--- src/hdl/fdsu_pkg.sv ---
// fdsu_pkg: shared sizes, command codes and error codes for the dual stack unit
// depends on nothing; used by forth_dual_stack_unit
`timescale 1ns / 1ps

package fdsu_pkg;

    // stack geometry
    localparam int DATA_DEPTH   = 16;
    localparam int RETURN_DEPTH = 16;
    localparam int CELL_BITS    = 16;

    // item field widths
    localparam int CMD_W   = 3;
    localparam int VALUE_W = 16;
    localparam int INDEX_W = 4;
    localparam int ERR_W   = 3;
    localparam int DEPTH_W = 5;

    // derived widths
    localparam int D_CNT_W  = $clog2(DATA_DEPTH + 1);
    localparam int R_CNT_W  = $clog2(RETURN_DEPTH + 1);
    localparam int D_ADDR_W = (DATA_DEPTH > 1) ? $clog2(DATA_DEPTH) : 1;
    localparam int R_ADDR_W = (RETURN_DEPTH > 1) ? $clog2(RETURN_DEPTH) : 1;
    localparam int PICK_W   = ((D_CNT_W > INDEX_W) ? D_CNT_W : INDEX_W) + 1;

    // commands
    localparam logic [CMD_W-1:0] CMD_PUSH_DATA   = 3'd0;
    localparam logic [CMD_W-1:0] CMD_POP_DATA    = 3'd1;
    localparam logic [CMD_W-1:0] CMD_READ_TOP    = 3'd2;
    localparam logic [CMD_W-1:0] CMD_PICK        = 3'd3;
    localparam logic [CMD_W-1:0] CMD_PUSH_RETURN = 3'd4;
    localparam logic [CMD_W-1:0] CMD_POP_RETURN  = 3'd5;

    // error codes
    localparam logic [ERR_W-1:0] ERR_OK       = 3'd0;
    localparam logic [ERR_W-1:0] ERR_D_OVER   = 3'd1;
    localparam logic [ERR_W-1:0] ERR_D_UNDER  = 3'd2;
    localparam logic [ERR_W-1:0] ERR_R_OVER   = 3'd3;
    localparam logic [ERR_W-1:0] ERR_R_UNDER  = 3'd4;
    localparam logic [ERR_W-1:0] ERR_PICK     = 3'd5;

    typedef logic [CELL_BITS-1:0] cell_t;

endpackage

--- src/hdl/forth_dual_stack_unit.sv ---
// forth_dual_stack_unit: data stack and return stack with push, pop, top and pick
// depends on fdsu_pkg (sizes, command and error codes)
`timescale 1ns / 1ps

// Usage
//   input channel: in_valid / in_stall carrying cmd, value, index
//   output channel: out_valid / out_stall carrying read_value, error,
//   data_depth, return_depth; exactly one result item per input item, in order
//   an item moves when valid is high and stall is low at a rising clk edge
// Pipeline and throughput
//   an accepted item lands in the input register; when the result register
//   is empty or being taken, the item executes against both stacks and loads
//   the result register, which then offers the result
//   one item per cycle sustained while out_stall stays low: each command is one
//   count update plus one indexed read or write of a 16-entry register file
// Stall behavior
//   when out_stall holds a waiting result, the input register stops and
//   in_stall rises as soon as it holds an item; nothing is lost or repeated
// Reset
//   rst_n low clears both depths and all valid flags at once; stack cells
//   are not cleared, and only ever read below the current depth

module forth_dual_stack_unit
(
    input  logic                          clk,
    input  logic                          rst_n,
    // input channel
    input  logic                          in_valid,
    output logic                          in_stall,
    input  logic [fdsu_pkg::CMD_W-1:0]    cmd,
    input  logic [fdsu_pkg::VALUE_W-1:0]  value,
    input  logic [fdsu_pkg::INDEX_W-1:0]  index,
    // output channel
    output logic                          out_valid,
    input  logic                          out_stall,
    output logic [fdsu_pkg::VALUE_W-1:0]  read_value,
    output logic [fdsu_pkg::ERR_W-1:0]    error,
    output logic [fdsu_pkg::DEPTH_W-1:0]  data_depth,
    output logic [fdsu_pkg::DEPTH_W-1:0]  return_depth
);

    // input register
    logic                           in_valid_reg;
    logic [fdsu_pkg::CMD_W-1:0]     cmd_reg;
    logic [fdsu_pkg::VALUE_W-1:0]   value_reg;
    logic [fdsu_pkg::INDEX_W-1:0]   index_reg;

    // stack state
    fdsu_pkg::cell_t                data_store_reg [fdsu_pkg::DATA_DEPTH];
    fdsu_pkg::cell_t                return_store_reg [fdsu_pkg::RETURN_DEPTH];
    logic [fdsu_pkg::D_CNT_W-1:0]   data_count_reg;
    logic [fdsu_pkg::D_CNT_W-1:0]   data_count_next;
    logic [fdsu_pkg::R_CNT_W-1:0]   return_count_reg;
    logic [fdsu_pkg::R_CNT_W-1:0]   return_count_next;

    // result register
    logic                           out_valid_reg;
    logic [fdsu_pkg::VALUE_W-1:0]   read_value_reg;
    logic [fdsu_pkg::VALUE_W-1:0]   read_value_next;
    logic [fdsu_pkg::ERR_W-1:0]     error_reg;
    logic [fdsu_pkg::ERR_W-1:0]     error_next;

    // execute-stage signals
    logic                           advance;
    logic                           exec;
    logic                           d_full;
    logic                           d_empty;
    logic                           r_full;
    logic                           r_empty;
    logic                           d_write;
    logic                           r_write;
    logic [fdsu_pkg::INDEX_W-1:0]   rd_index;
    logic [fdsu_pkg::PICK_W-1:0]    d_pos;
    logic                           pick_ok;
    logic [fdsu_pkg::D_ADDR_W-1:0]  d_rd_addr;
    logic [fdsu_pkg::D_ADDR_W-1:0]  d_wr_addr;
    logic [fdsu_pkg::R_CNT_W-1:0]   r_top;
    logic [fdsu_pkg::R_ADDR_W-1:0]  r_rd_addr;
    logic [fdsu_pkg::R_ADDR_W-1:0]  r_wr_addr;
    logic [63:0]                    value_wide;
    fdsu_pkg::cell_t                push_cell;
    logic [63:0]                    d_rd_wide;
    logic [63:0]                    r_rd_wide;
    logic [31:0]                    d_cnt_wide;
    logic [31:0]                    r_cnt_wide;

    // pipeline moves when the result register is empty or being taken
    assign advance  = !out_valid_reg || !out_stall;
    assign in_stall = in_valid_reg && !advance;
    assign exec     = in_valid_reg && advance;

    always_ff @(posedge clk or negedge rst_n)
    begin
        if (!rst_n)
        begin
            in_valid_reg <= 1'b0;
        end
        else if (!in_stall)
        begin
            in_valid_reg <= in_valid;
        end
    end

    always_ff @(posedge clk)
    begin
        if (in_valid && !in_stall)
        begin
            cmd_reg   <= cmd;
            value_reg <= value;
            index_reg <= index;
        end
    end

    // status of both stacks
    assign d_full  = (data_count_reg >= fdsu_pkg::D_CNT_W'(fdsu_pkg::DATA_DEPTH));
    assign d_empty = (data_count_reg == '0);
    assign r_full  = (return_count_reg >= fdsu_pkg::R_CNT_W'(fdsu_pkg::RETURN_DEPTH));
    assign r_empty = (return_count_reg == '0);

    // data stack read address: top for pop and read-top, top minus index for pick
    assign rd_index  = (cmd_reg == fdsu_pkg::CMD_PICK) ? index_reg : '0;
    assign d_pos     = fdsu_pkg::PICK_W'(data_count_reg) - fdsu_pkg::PICK_W'(1)
                       - fdsu_pkg::PICK_W'(rd_index);
    assign pick_ok   = (fdsu_pkg::PICK_W'(index_reg) < fdsu_pkg::PICK_W'(data_count_reg));
    assign d_rd_addr = d_pos[fdsu_pkg::D_ADDR_W-1:0];
    assign d_wr_addr = data_count_reg[fdsu_pkg::D_ADDR_W-1:0];

    assign r_top     = return_count_reg - fdsu_pkg::R_CNT_W'(1);
    assign r_rd_addr = r_top[fdsu_pkg::R_ADDR_W-1:0];
    assign r_wr_addr = return_count_reg[fdsu_pkg::R_ADDR_W-1:0];

    // cell fitting: pushed value is masked or widened to the cell width
    assign value_wide = 64'(value_reg);
    assign push_cell  = value_wide[fdsu_pkg::CELL_BITS-1:0];
    assign d_rd_wide  = 64'(data_store_reg[d_rd_addr]);
    assign r_rd_wide  = 64'(return_store_reg[r_rd_addr]);

    always_comb
    begin
        data_count_next   = data_count_reg;
        return_count_next = return_count_reg;
        read_value_next   = '0;
        error_next        = fdsu_pkg::ERR_OK;
        d_write           = 1'b0;
        r_write           = 1'b0;
        case (cmd_reg)
            fdsu_pkg::CMD_PUSH_DATA:
            begin
                if (d_full)
                begin
                    error_next = fdsu_pkg::ERR_D_OVER;
                end
                else
                begin
                    d_write         = 1'b1;
                    data_count_next = data_count_reg + fdsu_pkg::D_CNT_W'(1);
                end
            end
            fdsu_pkg::CMD_POP_DATA:
            begin
                if (d_empty)
                begin
                    error_next = fdsu_pkg::ERR_D_UNDER;
                end
                else
                begin
                    data_count_next = data_count_reg - fdsu_pkg::D_CNT_W'(1);
                    read_value_next = d_rd_wide[fdsu_pkg::VALUE_W-1:0];
                end
            end
            fdsu_pkg::CMD_READ_TOP:
            begin
                if (d_empty)
                begin
                    error_next = fdsu_pkg::ERR_D_UNDER;
                end
                else
                begin
                    read_value_next = d_rd_wide[fdsu_pkg::VALUE_W-1:0];
                end
            end
            fdsu_pkg::CMD_PICK:
            begin
                if (!pick_ok)
                begin
                    error_next = fdsu_pkg::ERR_PICK;
                end
                else
                begin
                    read_value_next = d_rd_wide[fdsu_pkg::VALUE_W-1:0];
                end
            end
            fdsu_pkg::CMD_PUSH_RETURN:
            begin
                if (r_full)
                begin
                    error_next = fdsu_pkg::ERR_R_OVER;
                end
                else
                begin
                    r_write           = 1'b1;
                    return_count_next = return_count_reg + fdsu_pkg::R_CNT_W'(1);
                end
            end
            fdsu_pkg::CMD_POP_RETURN:
            begin
                if (r_empty)
                begin
                    error_next = fdsu_pkg::ERR_R_UNDER;
                end
                else
                begin
                    return_count_next = return_count_reg - fdsu_pkg::R_CNT_W'(1);
                    read_value_next   = r_rd_wide[fdsu_pkg::VALUE_W-1:0];
                end
            end
            default:
            begin
                // unused command codes leave everything as is
                error_next = fdsu_pkg::ERR_OK;
            end
        endcase
    end

    // stack cells: written only on a successful push
    always_ff @(posedge clk)
    begin
        if (exec && d_write)
        begin
            data_store_reg[d_wr_addr] <= push_cell;
        end
        if (exec && r_write)
        begin
            return_store_reg[r_wr_addr] <= push_cell;
        end
    end

    // depths and result valid flag
    always_ff @(posedge clk or negedge rst_n)
    begin
        if (!rst_n)
        begin
            data_count_reg   <= '0;
            return_count_reg <= '0;
            out_valid_reg    <= 1'b0;
        end
        else
        begin
            if (exec)
            begin
                data_count_reg   <= data_count_next;
                return_count_reg <= return_count_next;
            end
            if (advance)
            begin
                out_valid_reg <= in_valid_reg;
            end
        end
    end

    // result payload; depths are read straight from the count registers,
    // which change only when a new result is loaded
    always_ff @(posedge clk)
    begin
        if (exec)
        begin
            read_value_reg <= read_value_next;
            error_reg      <= error_next;
        end
    end

    assign d_cnt_wide = 32'(data_count_reg);
    assign r_cnt_wide = 32'(return_count_reg);

    assign out_valid    = out_valid_reg;
    assign read_value   = read_value_reg;
    assign error        = error_reg;
    assign data_depth   = d_cnt_wide[fdsu_pkg::DEPTH_W-1:0];
    assign return_depth = r_cnt_wide[fdsu_pkg::DEPTH_W-1:0];

endmodule

--- config.mk ---
export PLATFORM = sky130hd
export DESIGN_NAME = forth_dual_stack_unit
export DESIGN_NICKNAME = d
export VERILOG_FILES = /design/src/hdl/fdsu_pkg.sv /design/src/hdl/forth_dual_stack_unit.sv
export SDC_FILE = /design/constraint.sdc
export NUM_CORES = 1
export LEC_CHECK = 0
export CAP_MARGIN = 20
export CELL_PAD_IN_SITES_DETAIL_PLACEMENT = 1
export CELL_PAD_IN_SITES_GLOBAL_PLACEMENT = 2
export CORE_ASPECT_RATIO = 1.25
export CORE_MARGIN = 4
export CORE_UTILIZATION = 45
export CTS_CLUSTER_SIZE = 30
export DETAILED_ROUTE_END_ITERATION = 16
export DONT_BUFFER_PORTS = 1
export PLACE_DENSITY_LB_ADDON = 0.1
export SETUP_SLACK_MARGIN = 0.1
export SLEW_MARGIN = 25
export SYNTH_ARGS = -nofsm -noshare
export SYNTH_HDL_FRONTEND = slang
export SYNTH_SLANG_ARGS = --single-unit
--- constraint.sdc ---
create_clock -name clk -period 3.67 [get_ports clk]
set_clock_uncertainty 0.15 [all_clocks]
set_input_delay 0 -clock clk [delete_from_list [all_inputs] [get_ports clk]]
set_output_delay 0 -clock clk [all_outputs]
set_load 0.05 [all_outputs]
[Word level (Yosys, flattened, before mapping)]
Memory sizes are Yosys's and may differ from the RTL's.
Index checks and enable logic that the tools add are counted.
Cells by class
  add/subtract/negate cells: 6
  multiply operators: 0
  divide/modulo/power cells: 0
  order comparisons: 3
  equal/unequal tests: 9
  shifts and indexed selects: 0
  multiplexer cells: 25
  bitwise operators: 0
  reduce and logical (&&, ||, !) cells: 18
Operator list (count)
  2-to-1 mux 16 bit: 3
  case mux 16 bit (3 select lines): 1
  2-to-1 mux 5 bit: 4
  case mux 5 bit (2 select lines): 2
  case mux 3 bit (5 select lines): 1
  adder 5 x 1 -> 5 bit (second input constant): 2
  >= comparator 5 bit (second input constant): 2
  zero test 5 bit: 2
  subtractor 5 x 1 -> 5 bit (second input constant): 2
  2-to-1 mux 1 bit: 9
  != test 2 bit (second input constant): 4
  AND reduction 4 bit: 2
  equality test 3 x 2 -> 1 bit (second input constant): 2
  equality test 3 bit (second input constant): 2
  2-to-1 mux 3 bit: 2
  logical AND 1 bit: 5
  < comparator 4 x 5 -> 1 bit: 1
  zero test 1 bit: 4
  2-to-1 mux 2 bit: 2
  2-to-1 mux 4 bit: 1
  nonzero test 2 bit: 2
  subtractor 4 x 1 -> 4 bit (second input constant): 1
  subtractor 4 bit: 1
  equality test 3 x 1 -> 1 bit (second input constant): 1
  other kinds (3): 3
Word-level totals
  register bits: 54
  bits in latches: 0
  bits in writable memories: 512
  ROM bits: 0
  bits of input ports: 27
  memories kept: 2
Memories
  data_store_reg: depth 16, width 16, read ports 1, clocked after Yosys merged registers in 0, wr ports 1, line forth_dual_stack_unit.sv:49  | fdsu_pkg::cell_t data_store_reg [fdsu_pkg::DATA_DEPTH];
  return_store_reg: depth 16, width 16, read ports 1, clocked after Yosys merged registers in 0, wr ports 1, line forth_dual_stack_unit.sv:50  | fdsu_pkg::cell_t return_store_reg [fdsu_pkg::RETURN_DEPTH];

[Depth between registers and ports, before layout]
Gate-level depths: netlist of the first run.
  depth after elaboration: 6
  gate-level depth with buffers: 14

[Worst setup path before layout of the first run]
OpenSTA, ideal clock, no wires.
  path type: reg-to-reg
  start point: reg return_count_reg (netlist bit return_depth[0])
  end point: reg read_value_reg (netlist bit read_value[10]), data pin
  arrival: 3154 ps
  data required time: 3263 ps
  setup slack: 109 ps
  stages on the path, launching flop included: 12
  cells stage by stage: dfrtp_1 clkbuf_1 buf_6 buf_2 inv_1 ha_1 clkbuf_1 clkbuf_1 mux4_2 mux2i_1 nand2_1 a32o_1
On the way
  cells in the longest elaborated chain, start to end: 4
  elaborated cells between the ends (all ways): 5
  classes of those cells: add/sub (1); mux (2); reduce/logical (1); memory (1)
Ends and longest elaborated chain
  start, declared: line forth_dual_stack_unit.sv:53  | logic [fdsu_pkg::R_CNT_W-1:0] return_count_reg;
  start signal, assigned: line forth_dual_stack_unit.sv:252  | return_count_reg <= return_count_next;
  subtractor 5 x 1 -> 5 bit
  memory (16 x 16 bit)
  2-to-1 mux 16 bit (*): line forth_dual_stack_unit.sv:207  | if (r_empty)
  case mux 16 bit (3 select lines) (*): line forth_dual_stack_unit.sv:146  | case (cmd_reg)
  net read_value_next (one bit): line forth_dual_stack_unit.sv:59  | logic [fdsu_pkg::VALUE_W-1:0] read_value_next;
  end signal, assigned: line forth_dual_stack_unit.sv:267  | read_value_reg <= read_value_next;
  end, declared: line forth_dual_stack_unit.sv:58  | logic [fdsu_pkg::VALUE_W-1:0] read_value_reg;
Mark *: on every way through the listed nets, which the timed path passes. The rest lies on a longest branch.
A chain may end at the register's enable or synchronous reset.

[Final worst setup path of the first run]
  start point: reg cmd_reg[1] in the netlist's numbering
  end point: reg read_value_reg (netlist bit read_value[13]), data pin
On the way
  cells in the longest elaborated chain, start to end: 6
  elaborated cells between the ends (all ways): 11
  classes of those cells: add/sub (1); eq/ne (4); mux (4); reduce/logical (1); memory (1)
Ends and longest elaborated chain
  start, declared: line forth_dual_stack_unit.sv:44  | logic [fdsu_pkg::CMD_W-1:0] cmd_reg;
  start signal, assigned: line forth_dual_stack_unit.sv:108  | cmd_reg <= cmd;
  equality test 3 x 2 -> 1 bit: line forth_dual_stack_unit.sv:121, forth_dual_stack_unit.sv:146
  2-to-1 mux 4 bit: line forth_dual_stack_unit.sv:121  | assign rd_index = (cmd_reg == fdsu_pkg::CMD_PICK) ? index_reg : '0;
  subtractor 4 bit: line forth_dual_stack_unit.sv:123  | - fdsu_pkg::PICK_W'(rd_index);
  memory (16 x 16 bit)
  2-to-1 mux 16 bit, on equally long branches: line forth_dual_stack_unit.sv:184, forth_dual_stack_unit.sv:161, forth_dual_stack_unit.sv:173
  case mux 16 bit (3 select lines) (*): line forth_dual_stack_unit.sv:146
  net read_value_next (one bit): line forth_dual_stack_unit.sv:59
Marks and branches as above.

==> metrics.txt, run 1 <==
number of enable-type register cells in the synthesized netlist 554; antenna viol nets, final 0; crit path launch type register; Final Max Tran Viols 0; Fmax achieved 281.8 MHz; Syn Nets 1,116; layout cells sized above 1 0.2768; commonest non-fill, non-tap cell in the layout edfxtp_1; area of placed instances 23,540 um^2; clock sink total 566; Rows 90; Critical Path Sink Type register; Core ar. 48,530 um^2; WS Path Type reg2reg; synthesized instance count 1,073; drt drc 0; fill count 4,228; Port Buffers 0; vias in the first global route 11,761; worst slack at placement -65.66 ps; Worst-Skew Late Latency 610 ps; Pleak 0.008704 uW; most frequent cells in the layout edfxtp_1, mux4_2, nand2_1, buf_4, clkbuf_16; post-synthesis cell type count 47; Critical Path RT 3870 ps; setup violators final 0; Tmin final 3549 ps; CTS tree yes; Worst Slack Setup Final 121.2 ps; Inserted Diodes 0; Bufs on Longest Clock Path 3; flop-to-flop setup slack 120 ps; total track usage 0.2207; DP Wirelength 34.11 mm; setup TNS 0 ps; Final Cell Area 26,240 um^2; CP Data Arrival Time 3750 ps; FFs w/ async S/R, synth 0.02120; status completed; sequential fraction of the synthesis area 0.7634; Routed Wire Length 57.87 mm; Max-slew headroom 0.3484; area delta synth->final 18.29%; Max VDD drop 0.001634 V; Register-to-Register Path Depth 14; initial DRC count 815; clock root buffer clkbuf_16; routed via count 11,054; Synth Register Bits 566; largest net degree at the start of global routing 66; RSZ-0062 raised after global routing false; Starting Density 0.4571; die area 52,940 um^2; Cell Area, Synth 22,190 um^2; first-pass GRT wire length 83.57 mm; total CTS buffers 55; grt ovf 0; Worst Tran Pin Value 972.5 ps; Avg WL per Cell 30.09 um; WHS Path Cells 3; top_reg_cell synth edfxtp_1; Max H-tree Level 2; routability cong. 0.7416; final hold viol count 0; Clock transition at path regs 70 ps; IO Pins 58; Power Density 850.9 nW/um^2; Avg Vias per Cell 5.748; Final nets 1,277; Total Power 22,330 uW; synth warn 0; initial antenna violation count 0; worst hold path type in2reg; Tcrit/Tclk final 0.9670; Die Width 206.6 um; syn avg cell area 20.68 um^2; Pre-antenna DRT Iters 5; max_cap viols 0; Max FO, Critical Path 5; chip height 256.3 um
-- report_power, final --
part,switching (uW),internal (uW),total [uW]
combinational,4980,3870,8850
clock,2390,3270,5670
sequential,450,7360,7810
total,7820,14500,22300
-- stage by stage --
| stage | std cells | hold slack (ps) | utilization |
|---|---|---|---|
| finish | 1923 | 92.02 | 0.5407 |
| global route | 1923 | 102.3 | 0.5407 |
| CTS | 1908 | 4.009 | 0.5339 |
| detailed placement | 1750 | -444.9 | 0.4851 |
| global placement | 1745 | -445.0 | 0.4826 |
| floorplan | 1073 | -445.6 | - |
-- per-layer routing --
metal | part of all wire | GRT usage | wire [um] | vias up
li1 | - | - | - | 4708
met1 | 0.41 | 0.2946 | 23700 | 6040
met2 | 0.53 | 0.3874 | 30930 | 247
met3 | 0.042 | 0.03539 | 2430 | 59
met4 | 0.014 | 0.04234 | 816 | 0
met5 | 0 | 0 | 0 | -
-- worst paths after layout --
| check | start | to |
|---|---|---|
| worst max-delay path | cmd_reg[1] | read_value[13] |
| worst min-delay path | out_stall | out_valid |
| worst max register to register | cmd_reg[1] | read_value[13] |
| worst min register to register | in_valid_reg | out_valid |
| max in group asynchronous | rst_n | return_depth[0] |
| min in group asynchronous | rst_n | data_depth[0] |
-- synth_stat cells (5+ instances only) --
cell type,instances,share of area
edfxtp_1,554,0.75
mux4_2,128,0.13
nand2_1,86,0.015
nor2_1,39,0.0066
mux2i_1,33,0.015
clkbuf_1,21,0.0036
and2_1,18,0.0051
a211oi_1,16,0.0054
a31oi_1,16,0.0045
a32o_1,16,0.0072
buf_2,15,0.0034
inv_1,15,0.0025
ha_1,14,0.0079
dfrtp_1,12,0.014
xnor2_1,11,0.0043
nand3_1,8,0.0018
o21ai_0,8,0.0018
a21oi_1,7,0.0016
buf_4,6,0.0020
buf_6,6,0.0030
xor2_1,5,0.0020
-- cell type report --
type                    instances  area, um^2  area share
clock buffers                  71        1488     0.05669
repair buffers                157        1551     0.05912
clock inverters                31       307.8     0.01173
flip-flops and latches        566       16940      0.6455
multi-input cells             439        5095      0.1941
well taps                     644       805.8     0.03070
inverters                      15       56.30    0.002145
-- cells by family (layout without fill, tap and decap cells) --
kind of cell | Yosys count | after routing | share of synthesized area
muxes | 161 | 161 | 0.1448
AOI/OAI and AO/OA | 74 | 74 | 0.02436
DFF | 566 | 566 | 0.7634
adders and majority gates | 16 | 16 | 0.009700
buffers and inverters | 68 | 274 | 0.01680
and+or+nand+nor | 172 | 172 | 0.03463
xor gates and xnor gates | 16 | 16 | 0.006316
-- worst max-delay path: stages (launching register included) --
cell       delay [ps]
edfxtp_1          410
inv_2              90
nor2_2             40
and2_4            160
nand2_2            80
ha_4              130
inv_2              30
fa_4              820
buf_12            140
clkbuf_16         150
buf_4             100
mux4_2            290
a211oi_2          340
a31oi_4            90
a32o_1            260
-- timing repair --
item,4_1_cts,5_1_grt
hold buffers,51,1
setup endpoints to repair,13,16
hold endpoints to repair,65,23
pin swaps,1,11
resized for setup,5,32
setup buffers,5,9
gates cloned,0,3
Power figures use the tool's default switching activity.
==> inputs of run 2 (changes only) <==
--- a/config.mk
+++ b/config.mk
@@ -7,10 +7,10 @@
 export LEC_CHECK = 0
 export CAP_MARGIN = 20
 export CELL_PAD_IN_SITES_DETAIL_PLACEMENT = 1
-export CELL_PAD_IN_SITES_GLOBAL_PLACEMENT = 2
+export CELL_PAD_IN_SITES_GLOBAL_PLACEMENT = 1
 export CORE_ASPECT_RATIO = 1.25
 export CORE_MARGIN = 4
-export CORE_UTILIZATION = 45
+export CORE_UTILIZATION = 50
 export CTS_CLUSTER_SIZE = 30
 export DETAILED_ROUTE_END_ITERATION = 16
 export DONT_BUFFER_PORTS = 1
==> run 2 against run 1 <==
- critical path depth is the same
- clock power decreased by 1%
- total power decreased by 4.3%
- utilization rose by 4.7 points
- critical path type unchanged
- largest cell class unchanged
- highest routed layer unchanged
==> metrics.txt, run 2 (synthesized netlist as in run 1, its figures left out) <==
max_cap viols 0 (unchanged); setup violators final 0 (unchanged); IO Pins 58 (unchanged); final hold viol count 0 (unchanged); drt drc 0 (unchanged); WS Path Type reg2reg (unchanged); clock share of power 0.262 (was 0.254); chip height 243.5 um (was 256.3 um); Pleak 0.008543 uW (was 0.008704 uW); clock sink total 566 (unchanged); Tmin final 3470 ps (was 3549 ps); Port Buffers 0 (unchanged); total track usage 0.2186 (was 0.2207); routed via count 10,704 (was 11,054); Die Width 196.4 um (was 206.6 um); Tcrit/Tclk final 0.9454 (was 0.9670); Inserted Diodes 0 (unchanged); CP Data Arrival Time 3680 ps (was 3750 ps); Worst-Skew Late Latency 610 ps (about the same); largest net degree at the start of global routing 59 (was 66); setup TNS 0 ps (unchanged); metal2 WL 27.21 mm (was 30.93 mm); Final Max Tran Viols 0 (unchanged); CTS tree yes (unchanged); first-pass GRT wire length 77.40 mm (was 83.57 mm); Comb power frac 0.369 (was 0.396); crit path launch type register (unchanged); area of placed instances 23,240 um^2 (was 23,540 um^2); Worst Setup SP cmd_reg[1] (unchanged); Pre-antenna DRT Iters 5 (unchanged); Avg WL per Cell 28.06 um (was 30.09 um); Max FO, Critical Path 15 (was 5); Bufs on Longest Clock Path 3 (unchanged); Worst Tran Pin Value 954.0 ps (was 972.5 ps); DP Wirelength 31.17 mm (was 34.11 mm); Critical Path RT 3880 ps (was 3870 ps); Starting Density 0.5041 (was 0.4571); switching part of the total 0.3390 (was 0.3504); Cell Int Power 14,120 uW (was 14,510 uW); Clock transition at path regs 60 ps (was 70 ps); vias in the first global route 11,624 (was 11,761); die area 47,830 um^2 (was 52,940 um^2); Fmax achieved 288.2 MHz (was 281.8 MHz); status completed (unchanged); Top Layer Used met4 (unchanged); Critical Path Sink Type register (unchanged); antenna viol nets, final 0 (unchanged); clock root buffer clkbuf_16 (unchanged); Rows 86 (was 90); P_sw 7242 uW (was 7824 uW); area delta synth->final 16.49% (was 18.29%); Final nets 1,252 (was 1,277); most frequent cells in the layout edfxtp_1, mux4_2, nand2_1 (was edfxtp_1, mux4_2, nand2_1, buf_4, clkbuf_16); worst hold path type in2async (was in2reg); Routed Wire Length 51.15 mm (was 57.87 mm); total CTS buffers 54 (was 55); Power Density 826.5 nW/um^2 (was 850.9 nW/um^2); Metal-1 WL 20.85 mm (was 23.70 mm); met3 wire len 2.038 mm (was 2.430 mm); Max-slew headroom 0.3640 (was 0.3484); commonest non-fill, non-tap cell in the layout edfxtp_1 (unchanged); Seq pwr share 0.370 (was 0.350); RR Startpoint cmd_reg[1] (unchanged); routability cong. 0.7701 (was 0.7416); Final Cell Area 25,840 um^2 (was 26,240 um^2); layout cells sized above 1 0.2430 (was 0.2768); initial DRC count 705 (was 815); Avg Vias per Cell 5.872 (was 5.748); Max VDD drop 0.0005045 V (was 0.001634 V); Core ar. 44,010 um^2 (was 48,530 um^2); fin util 0.5873 (was 0.5407); Max H-tree Level 2 (unchanged); RSZ-0062 raised after global routing true (was false); initial antenna violation count 0 (unchanged); Total Power 21,360 uW (was 22,330 uW); grt ovf 0 (unchanged)
-- run 2: cell count changes in the layout (fill, tap and decap cells not counted), moves of 4 or more --
cell      previous run  this run
a31oi_1             12        16
clkbuf_1            12        16
a211oi_1             1         7
a211oi_2            15         9
buf_12               7        11
buf_8                6        14
clkinv_2            10         5
buf_4               83        54
-- run 2: final timing paths --
path | end | slack [ps] | depth (start not counted)
min in group clk | return_depth[0] | 330 | 5
worst max register to register | read_value[2] | 200 | 14
max in group asynchronous | return_depth[0] | 2660 | 2
worst min register to register | out_valid | 400 | 1
worst max-delay path | read_value[2] | 200 | 14
worst min-delay path | return_depth[2] | 250 | 2
-- run 2: layout make-up --
cell class	count	area [um^2]
Fill cell	3701	18160
Sequential cell	566	16940
Multi-Input combinational cell	439	4987
Clock buffer	71	1436
Timing Repair Buffer	133	1400
Tap cell	572	715.7
Clock inverter	27	309.0
Inverter	15	56.30
-- run 2: power groups by stage --
stage | Clock [uW] | Sequential [uW] | Combinational, uW
2_1_floorplan | 0 | 8080 | 4990
3_3_place_gp | 0 | 8100 | 7440
3_5_place_dp | 0 | 8120 | 7530
4_1_cts | 5730 | 7980 | 7770
5_1_grt | 6010 | 7930 | 8480
6_report | 5590 | 7900 | 7870
-- run 2: repair_timing --
action                                  in CTS  in global routing
gates resized for setup                      2                  8
pin swaps                                    0                  2
cloned                                       1                  0
hold endpoints to repair                    88                  0
setup buffers                                0                  5
hold buffers                                52                  0
endpoints found under the setup margin       2                 16
-- run 2: metrics by stage --
stage | instances | setup WS, ps | hold WS, ps
6_report | 1823 | 200.4 | 250.5
5_1_grt | 1823 | 56.44 | 298.3
4_1_cts | 1803 | 57.29 | 227.6
3_5_place_dp | 1652 | -35.24 | -445.3
3_3_place_gp | 1652 | 129.4 | -445.2
2_1_floorplan | 1073 | 109.0 | -445.6
-- run 2: layer usage --
metal	vias to the layer above	global-route usage
met2	218	0.3791
met4	0	0.05731
met5	-	0
met3	67	0.03181
met1	5768	0.2942
li1	4651	-
-- run 2: critical path, stage by stage, from the launching register on --
cell and delay [ps]:
edfxtp_1 440, inv_1 110, nor2_1 70, and2_4 170, nand2_1 100, ha_4 130, inv_1 40, fa_2 600
buf_12 180, buf_12 180, mux4_2 310, and2_1 180, a211oi_2 220, a31oi_1 90, a32o_1 220
